===== src/sv/bec_pkg.sv =====
// Shared types, event codes and constants for the button event classifier.
// No dependencies; every other file imports this package.
package bec_pkg;

  localparam int unsigned TICK_W      = 32;
  localparam int unsigned CFG_W       = 16;
  localparam int unsigned CFG_IDX_W   = 2;
  localparam int unsigned CODE_W      = 4;
  localparam int unsigned NSLOTS      = 11;
  localparam int unsigned SLOT_W      = $clog2(NSLOTS);
  localparam int unsigned QUEUE_DEPTH = 4;
  localparam int unsigned QPTR_W      = $clog2(QUEUE_DEPTH);
  localparam int unsigned QCNT_W      = $clog2(QUEUE_DEPTH + 1);

  localparam logic [CFG_W-1:0] LONG_PRESS_RST   = 16'd500;
  localparam logic [CFG_W-1:0] REPEAT_RST       = 16'd200;
  localparam logic [CFG_W-1:0] DOUBLE_CLICK_RST = 16'd200;

  typedef logic [TICK_W-1:0] tick_t;
  typedef logic [CFG_W-1:0]  cfg_val_t;
  typedef logic [NSLOTS-1:0] ev_mask_t;
  typedef logic [SLOT_W-1:0] slot_t;

  typedef enum logic [CFG_IDX_W-1:0] {
    REG_LONG_PRESS   = 2'd0,
    REG_REPEAT       = 2'd1,
    REG_DOUBLE_CLICK = 2'd2
  } reg_idx_t;

  typedef enum logic [CODE_W-1:0] {
    EV_PRESSED      = 4'd0,
    EV_CHANGED      = 4'd1,
    EV_PRESSING     = 4'd2,
    EV_LONG         = 4'd3,
    EV_LONG_REPEAT  = 4'd4,
    EV_DOUBLE       = 4'd5,
    EV_LONG_RELEASE = 4'd6,
    EV_SHORT        = 4'd7,
    EV_CLICKED      = 4'd8,
    EV_RELEASED     = 4'd9
  } event_code_t;

  typedef enum logic [1:0] {
    MODE_IDLE = 2'd0,
    MODE_HELD = 2'd1,
    MODE_LONG = 2'd2
  } mode_t;

  // Slots of a request mask, in emission order
  localparam int unsigned SL_PRESSED      = 0;
  localparam int unsigned SL_CHANGED_DN   = 1;
  localparam int unsigned SL_PRESSING     = 2;
  localparam int unsigned SL_LONG         = 3;
  localparam int unsigned SL_LONG_REPEAT  = 4;
  localparam int unsigned SL_DOUBLE       = 5;
  localparam int unsigned SL_LONG_RELEASE = 6;
  localparam int unsigned SL_SHORT        = 7;
  localparam int unsigned SL_CLICKED      = 8;
  localparam int unsigned SL_RELEASED     = 9;
  localparam int unsigned SL_CHANGED_UP   = 10;

  // One push from the front into the queue
  typedef struct packed {
    logic     valid;
    ev_mask_t mask;
  } bec_push_t;

  // Queue head as seen by the back end
  typedef struct packed {
    logic     valid;
    ev_mask_t mask;
  } bec_head_t;

  function automatic event_code_t slot_code(input slot_t slot);
    event_code_t c;
    case (slot)
      4'd0:    c = EV_PRESSED;
      4'd1:    c = EV_CHANGED;
      4'd2:    c = EV_PRESSING;
      4'd3:    c = EV_LONG;
      4'd4:    c = EV_LONG_REPEAT;
      4'd5:    c = EV_DOUBLE;
      4'd6:    c = EV_LONG_RELEASE;
      4'd7:    c = EV_SHORT;
      4'd8:    c = EV_CLICKED;
      4'd9:    c = EV_RELEASED;
      4'd10:   c = EV_CHANGED;
      default: c = EV_CHANGED;
    endcase
    return c;
  endfunction

endpackage


===== src/sv/bec_front.sv =====
// Front end: config registers, button state and per-scan event classification.
// Produces one request mask per scan that causes events. Depends on bec_pkg.
module bec_front (
  input  logic                  clk,
  input  logic                  rst_n,
  input  logic                  in_valid,
  output logic                  in_stall,
  input  logic                  in_pressed,
  input  logic [31:0]           in_now_ms,
  input  logic                  cfg_valid,
  input  logic [1:0]            cfg_index,
  input  logic [15:0]           cfg_data,
  input  logic                  q_full,
  output bec_pkg::bec_push_t    push
);
  import bec_pkg::*;

  cfg_val_t long_ms_r, repeat_ms_r, dbl_ms_r;
  mode_t    mode_r, mode_nxt;
  logic     latched_r, latched_nxt;
  tick_t    press_stamp_r, press_stamp_nxt;
  tick_t    long_stamp_r, long_stamp_nxt;
  tick_t    click_stamp_r, click_stamp_nxt;

  logic     accept;
  tick_t    held_t, since_long, since_click;
  ev_mask_t mask;

  assign in_stall = q_full;
  assign accept   = in_valid && !in_stall;

  always_ff @(posedge clk) begin
    if (!rst_n) begin
      long_ms_r   <= LONG_PRESS_RST;
      repeat_ms_r <= REPEAT_RST;
      dbl_ms_r    <= DOUBLE_CLICK_RST;
    end else if (cfg_valid) begin
      case (reg_idx_t'(cfg_index))
        REG_LONG_PRESS:   long_ms_r   <= cfg_data;
        REG_REPEAT:       repeat_ms_r <= cfg_data;
        REG_DOUBLE_CLICK: dbl_ms_r    <= cfg_data;
        default: ;
      endcase
    end
  end

  always_comb begin
    mode_nxt        = mode_r;
    latched_nxt     = latched_r;
    press_stamp_nxt = press_stamp_r;
    long_stamp_nxt  = long_stamp_r;
    click_stamp_nxt = click_stamp_r;
    mask            = '0;
    // on the press scan itself the hold time is zero
    held_t      = (in_pressed && mode_r == MODE_IDLE) ? '0 : (in_now_ms - press_stamp_r);
    since_long  = in_now_ms - long_stamp_r;
    since_click = in_now_ms - click_stamp_r;

    if (in_pressed) begin
      if (mode_r == MODE_IDLE) begin
        press_stamp_nxt        = in_now_ms;
        mask[SL_PRESSED]       = 1'b1;
        mask[SL_CHANGED_DN]    = 1'b1;
      end
      mode_nxt           = (mode_r == MODE_IDLE) ? MODE_HELD : mode_r;
      mask[SL_PRESSING]  = 1'b1;
      if (held_t >= {16'd0, long_ms_r}) begin
        mode_nxt = MODE_LONG;
        if (!latched_r) begin
          mask[SL_LONG]  = 1'b1;
          long_stamp_nxt = in_now_ms;
          latched_nxt    = 1'b1;
        end else if (since_long >= {16'd0, repeat_ms_r}) begin
          mask[SL_LONG_REPEAT] = 1'b1;
          long_stamp_nxt       = in_now_ms;
        end
      end
    end else if (mode_r != MODE_IDLE) begin
      mode_nxt              = MODE_IDLE;
      mask[SL_DOUBLE]       = since_click < {16'd0, dbl_ms_r};
      mask[SL_LONG_RELEASE] = latched_r;
      latched_nxt           = 1'b0;
      click_stamp_nxt       = in_now_ms;
      mask[SL_SHORT]        = held_t < {16'd0, long_ms_r};
      mask[SL_CLICKED]      = 1'b1;
      mask[SL_RELEASED]     = 1'b1;
      mask[SL_CHANGED_UP]   = 1'b1;
    end
  end

  always_ff @(posedge clk) begin
    if (!rst_n) begin
      mode_r        <= MODE_IDLE;
      latched_r     <= 1'b0;
      press_stamp_r <= '0;
      long_stamp_r  <= '0;
      click_stamp_r <= '0;
    end else if (accept) begin
      mode_r        <= mode_nxt;
      latched_r     <= latched_nxt;
      press_stamp_r <= press_stamp_nxt;
      long_stamp_r  <= long_stamp_nxt;
      click_stamp_r <= click_stamp_nxt;
    end
  end

  // idle scans push nothing
  assign push.valid = accept && (mask != '0);
  assign push.mask  = mask;

endmodule


===== src/sv/bec_queue.sv =====
// Short request queue between front and back end.
// Depends on bec_pkg.
module bec_queue (
  input  logic                clk,
  input  logic                rst_n,
  input  bec_pkg::bec_push_t  push,
  input  logic                pop,
  output logic                full,
  output bec_pkg::bec_head_t  head
);
  import bec_pkg::*;

  ev_mask_t            mem [QUEUE_DEPTH];
  logic [QPTR_W-1:0]   wr_ptr_r, rd_ptr_r;
  logic [QCNT_W-1:0]   count_r, count_nxt;
  logic                do_pop;

  assign full       = count_r == QCNT_W'(QUEUE_DEPTH);
  assign head.valid = count_r != '0;
  assign head.mask  = mem[rd_ptr_r];
  assign do_pop     = pop && head.valid;

  always_ff @(posedge clk) begin
    if (push.valid) begin
      mem[wr_ptr_r] <= push.mask;
    end
  end

  always_comb begin
    count_nxt = count_r;
    case ({push.valid, do_pop})
      2'b10:   count_nxt = count_r + 1'b1;
      2'b01:   count_nxt = count_r - 1'b1;
      default: count_nxt = count_r;
    endcase
  end

  always_ff @(posedge clk) begin
    if (!rst_n) begin
      wr_ptr_r <= '0;
      rd_ptr_r <= '0;
      count_r  <= '0;
    end else begin
      if (push.valid) wr_ptr_r <= wr_ptr_r + 1'b1;
      if (do_pop)     rd_ptr_r <= rd_ptr_r + 1'b1;
      count_r <= count_nxt;
    end
  end

endmodule


===== src/sv/bec_back.sv =====
// Back end: walks one request mask a slot at a time into the output register.
// Depends on bec_pkg.
module bec_back (
  input  logic                clk,
  input  logic                rst_n,
  input  bec_pkg::bec_head_t  head,
  output logic                pop,
  output logic                out_valid,
  input  logic                out_stall,
  output logic [3:0]          out_event_code,
  output logic                out_last_event
);
  import bec_pkg::*;

  ev_mask_t    cur_r, cur_nxt, rest;
  logic        out_valid_r, out_valid_nxt;
  event_code_t code_r;
  logic        last_r;
  slot_t       slot;
  logic        load;

  always_comb begin
    slot = '0;
    for (int i = NSLOTS - 1; i >= 0; i--) begin
      if (cur_r[i]) slot = slot_t'(i);
    end
  end

  assign rest = cur_r & (cur_r - 1'b1);
  assign load = (cur_r != '0) && (!out_valid_r || !out_stall);
  // fetch a new request once the current one is used up
  assign pop  = (cur_r == '0) || (load && rest == '0);

  always_comb begin
    if (pop && head.valid) cur_nxt = head.mask;
    else if (load)         cur_nxt = rest;
    else                   cur_nxt = cur_r;
    if (load)              out_valid_nxt = 1'b1;
    else if (out_stall)    out_valid_nxt = out_valid_r;
    else                   out_valid_nxt = 1'b0;
  end

  always_ff @(posedge clk) begin
    if (!rst_n) begin
      cur_r       <= '0;
      out_valid_r <= 1'b0;
    end else begin
      cur_r       <= cur_nxt;
      out_valid_r <= out_valid_nxt;
    end
  end

  always_ff @(posedge clk) begin
    if (load) begin
      code_r <= slot_code(slot);
      last_r <= rest == '0;
    end
  end

  assign out_valid      = out_valid_r;
  assign out_event_code = code_r;
  assign out_last_event = last_r;

endmodule


===== src/sv/button_event_classifier.sv =====
// A scan's first event passes the request queue, the current-mask register and the output
// register. Throughput: one scan per cycle into the front while the queue is not full; the
// back end shows one event per cycle unless stalled. A scan yields 0 to 6 events, idle scans
// none. A 4-entry request queue absorbs bursts. Reset (rst_n low, synchronous) restores the
// register defaults 500/200/200, clears button state, queue and output; no clearing pass.
module button_event_classifier (
  input  logic        clk,
  input  logic        rst_n,
  input  logic        in_valid,
  output logic        in_stall,
  input  logic        in_pressed,
  input  logic [31:0] in_now_ms,
  output logic        out_valid,
  input  logic        out_stall,
  output logic [3:0]  out_event_code,
  output logic        out_last_event,
  input  logic        cfg_valid,
  output logic        cfg_ready,
  input  logic [1:0]  cfg_index,
  input  logic [15:0] cfg_data
);
  import bec_pkg::*;

  bec_push_t push;
  bec_head_t head;
  logic      q_full;
  logic      pop;

  assign cfg_ready = 1'b1;

  bec_front u_front (
    .clk       (clk),
    .rst_n     (rst_n),
    .in_valid  (in_valid),
    .in_stall  (in_stall),
    .in_pressed(in_pressed),
    .in_now_ms (in_now_ms),
    .cfg_valid (cfg_valid && cfg_ready),
    .cfg_index (cfg_index),
    .cfg_data  (cfg_data),
    .q_full    (q_full),
    .push      (push)
  );

  bec_queue u_queue (
    .clk  (clk),
    .rst_n(rst_n),
    .push (push),
    .pop  (pop),
    .full (q_full),
    .head (head)
  );

  bec_back u_back (
    .clk           (clk),
    .rst_n         (rst_n),
    .head          (head),
    .pop           (pop),
    .out_valid     (out_valid),
    .out_stall     (out_stall),
    .out_event_code(out_event_code),
    .out_last_event(out_last_event)
  );

endmodule


===== config.mk =====
export PLATFORM = sky130hd
export DESIGN_NAME = button_event_classifier
export DESIGN_NICKNAME = d
export VERILOG_FILES = /design/src/sv/bec_pkg.sv /design/src/sv/bec_front.sv /design/src/sv/bec_queue.sv /design/src/sv/bec_back.sv /design/src/sv/button_event_classifier.sv
export SDC_FILE = /design/constraint.sdc
export NUM_CORES = 1
export LEC_CHECK = 0
export BUFFER_PORTS_ARGS = -buffer_cell sky130_fd_sc_hd__buf_2
export CAP_MARGIN = 10
export CORE_ASPECT_RATIO = 1.25
export CORE_MARGIN = 3
export CORE_UTILIZATION = 68
export CTS_CLUSTER_DIAMETER = 80
export DETAILED_ROUTE_END_ITERATION = 7
export PLACE_DENSITY = 0.87
export RECOVER_POWER = 100
export SLEW_MARGIN = 10
export SYNTH_ARGS = -nofsm -noshare
export SYNTH_HDL_FRONTEND = slang
export SYNTH_SLANG_ARGS = --single-unit

===== constraint.sdc =====
create_clock -name clk -period 14.9 [get_ports clk]
set_input_delay 2.98 -clock clk [delete_from_list [all_inputs] [get_ports clk]]
set_output_delay 2.98 -clock clk [all_outputs]
set_load 0.05 [all_outputs]

==> results.sh <==
export IMPL_outcome="complete, but fails checks"
export IMPL_violations="max-capacitance violations, max-slew violations"
export IMPL_synth_top_flop_cell="dfxtp_1"
export IMPL_hold_viol=0
export IMPL_htree_levels=1
export IMPL_hold_class="flip-flop to flip-flop"
export IMPL_dp_hpwl_um=30700
export IMPL_cts_buffers_inserted=22
export IMPL_rows=60
export IMPL_ys_warnings_count=0
export IMPL_worstSkewPairLatency_ps=530
export IMPL_whs_ps=463
export IMPL_routed_wl_um=41400
export IMPL_die_w_um=141
export IMPL_cts_sinks=205
export IMPL_combPwrFrac=0.382
export IMPL_clock_fmax_mhz=111
export IMPL_reg2reg_depth=22
export IMPL_leakagePower_nw=6.36
export IMPL_swShare=0.375
export IMPL_grt_overflow=0
export IMPL_ctsResizeCount=0
export IMPL_crit_family="compound AO/OA/AOI/OAI gates"
export IMPL_setup_worst_path_end_class="flip-flop"
export IMPL_netlist_area_um2=15400
export IMPL_yosysUniqueCellTypes=99
export IMPL_regArea_um2=4470
export IMPL_grt_usage=0.329
export IMPL_critPathLaunch="in_now_ms[0]"
export IMPL_cts_tree="built"
export IMPL_crit_required_ps=15310
export IMPL_rsz0062_at_grt="no"
export IMPL_initial_core_util=0.703
export IMPL_slew_headroom=-2.02
export IMPL_rrSetupSlack_ps=8210
export IMPL_multi_input_area_um2=9780
export IMPL_gp_congestion=0.986
export IMPL_fin_worst_skew_ps=21.4
export IMPL_cts_root_buffer_cell="clkbuf_16"
export IMPL_antenna_found_initial=0
export IMPL_die_area_um2=24500
export IMPL_synth_nets=2137
export IMPL_path_clk_slew_ps=60
export IMPL_synth_edf_count=37
export IMPL_cp_arrival_ps=9460
export IMPL_seqPwrFrac=0.331
export IMPL_fillers=1683
export IMPL_reg2reg_to="u_front.long_stamp_r[17]"
export IMPL_drive_gt1_frac=0.0692
export IMPL_grt_pass1_vias=13436
export IMPL_drtPass1Iterations=8
export IMPL_fin_nets=2140
export IMPL_num_vias=14028
export IMPL_maxCapViolCount=4
export IMPL_core_um2=21900
export IMPL_crit_slowest_cell="clkbuf_1"
export IMPL_setup_worst_path_end="u_front.long_stamp_r[17]"
export IMPL_report_final_setup_viol=0
export IMPL_io_pins=64
export IMPL_drtAntennaViolNets=0
export IMPL_ir_drop_mv=0.154
export IMPL_cts_buffer_depth=3
export IMPL_worstMarginPinSlew_ps=4520
export IMPL_timing_rr_start="u_front.press_stamp_r[0]"
export IMPL_grt_max_degree=123
export IMPL_powerDensity_nw_per_um2=129
export IMPL_grt_pass1_wl_um=66500
export IMPL_cp_num_cells=24
export IMPL_hold_buffers=0
export IMPL_vias_per_cell=6.29
export IMPL_internal_power_mw=1.32
export IMPL_area_growth_pct=6.43
export IMPL_drt_iter0_drc=1059
export IMPL_synth_seq_cells=205
export IMPL_slew_violations=269
export IMPL_port_buffers=62
export IMPL_max_stage_delay_ps=940
export IMPL_period_needed_ps=9050
export IMPL_die_height_um=174
export IMPL_async_reset_ff_frac=0
export IMPL_cts_setup_buffers=0
export IMPL_worstSetupPathType="input pin to flip-flop"
export IMPL_drc_errors=0
export IMPL_switching_power_mw=0.789
export IMPL_period_share=0.607
export IMPL_post_drt_wl_per_cell_um=18.6
export IMPL_clkPwrFrac=0.287
export IMPL_syn_avg_cell_area_um2=7.97
export IMPL_crit_fanout=32
export IMPL_crit_chain="clkbuf_1 > inv_1 > ha_1 > inv_1 > fa_1 > a211o_1 > a211oi_1 > nor3_1 > or3_1 > xnor2_1 > nor2_1 > ha_1 > a21oi_1 > nand2_1 > a21oi_1 > nor4b_1 > o2111ai_1 > a211oi_1 > nand3_1 > a2111oi_0 > o21ai_2 > nor3b_1 > clkbuf_1 > mux2i_1"
export IMPL_syn_inst=1932
export IMPL_insertedDiodeCount=0
export IMPL_start_kind="input pin"
export IMPL_seq_area_frac_synth=0.290
export IMPL_path_buf_inv=4
export IMPL_fin_tns_setup_ps=0
==> power by group through the flow <==
stage | clock network, mW | logic (mW) | registers, mW
final | 0.605 | 0.805 | 0.697
after global placement | 0 | 0.761 | 0.703
after floorplan | 0 | 0.611 | 0.705
after CTS | 0.609 | 0.801 | 0.696
after detailed placement | 0 | 0.791 | 0.707
after global routing | 0.630 | 0.890 | 0.705
==> worst min path at each step <==
stage               slack, ps                       end                      from  cells past startpoint
floorplan                 430  u_front.long_stamp_r[10]  u_front.long_stamp_r[10]                      2
global placement          440  u_front.long_stamp_r[24]  u_front.long_stamp_r[24]                      2
detailed placement        450  u_front.long_stamp_r[18]  u_front.long_stamp_r[18]                      2
CTS                       460  u_front.long_stamp_r[26]  u_front.long_stamp_r[26]                      2
global route              470  u_front.long_stamp_r[21]  u_front.long_stamp_r[21]                      2
finish                    460  u_front.long_stamp_r[28]  u_front.long_stamp_r[28]                      2
==> final cells by class <==
type | instances | area share
clock buffers | 29 | 0.0403
multi-input cells | 1464 | 0.597
inverters | 174 | 0.0398
well taps | 279 | 0.0213
clock inverters | 11 | 0.00900
repair buffers | 68 | 0.0202
flip-flops and latches | 205 | 0.273
==> through the flow <==
| stage | total power [mW] | instances | util | cell area (µm²) | setup slack (ps) |
|---|---|---|---|---|---|
| floorplan | 1.32 | 1932 | - | 15400 | 7580 |
| global placement | 1.46 | 2190 | 0.714 | 15700 | 6960 |
| detailed placement | 1.50 | 2190 | 0.714 | 15700 | 6750 |
| CTS | 2.11 | 2230 | 0.751 | 16500 | 7260 |
| global route | 2.22 | 2230 | 0.748 | 16400 | 5250 |
| finish | 2.11 | 2230 | 0.748 | 16400 | 5850 |
==> cell usage in the layout, fill, tap and decap left out, types with 33 or more instances in the layout <==
master and n:
mux2i_1 43, a21oi_1 112, a21boi_0 110, edfxtp_1 37
nand2_1 372, nor3_1 33, o21ai_0 57, inv_1 174
dfxtp_1 168, nor2_1 96, buf_2 52, a21o_1 38
ha_1 145
==> tightest hold or removal path, stage by stage, from the launching register on <==
cell	delay [ps]
dfxtp_1	310
nand2_1	50
mux2i_1	50
==> per-layer routing <==
metal / GRT usage / routed length (µm)
met1: 0.389 / 16000
met5: 0 / 0
met2: 0.567 / 20000
met4: 0.210 / 3170
met3: 0.0325 / 2330
==> cells by family after synthesis <==
family	Yosys count	synth area share
AND/OR/NAND/NOR	690	0.206
AO/OA/AOI/OAI	507	0.228
buffers and inverters	263	0.0737
flip-flops	205	0.290
adder cells (fa/ha/maj)	151	0.124
XOR/XNOR	62	0.0352
multiplexers	53	0.0418
other	1	0.000243
==> registers in the layout (all words and copies together), names as in the netlist, named ones only <==
| name | flops |
|---|---|
| u_front.long_stamp_r | 32 |
| u_queue.wr_ptr_r | 2 |
| u_queue.count_r | 3 |
| u_front.mode_r | 2 |
| u_queue.rd_ptr_r | 2 |
| u_front.click_stamp_r | 32 |
| u_back.out_last_event | 1 |
| u_front.latched_r | 1 |
| u_queue.mem | 32 |
| u_back.cur_r | 11 |
| u_front.repeat_ms_r | 16 |
| u_front.dbl_ms_r | 16 |
| u_back.out_valid | 1 |
| u_front.press_stamp_r | 32 |
| u_front.long_ms_r | 16 |
| u_back.out_event_code | 4 |
==> cell usage after synthesis (all sizes together), types with 34 or more instances <==
| cell type | n | share of area |
|---|---|---|
| a21boi | 110 | 0.054 |
| a21o | 42 | 0.021 |
| a21oi | 116 | 0.039 |
| clkbuf | 65 | 0.018 |
| dfxtp | 168 | 0.22 |
| edfxtp | 37 | 0.072 |
| ha | 145 | 0.12 |
| inv | 174 | 0.042 |
| mux2i | 43 | 0.028 |
| nand2 | 374 | 0.091 |
| nor2 | 97 | 0.024 |
| nor3 | 34 | 0.011 |
| o21ai | 64 | 0.022 |
Note: power is estimated with default switching activity, not from simulation.
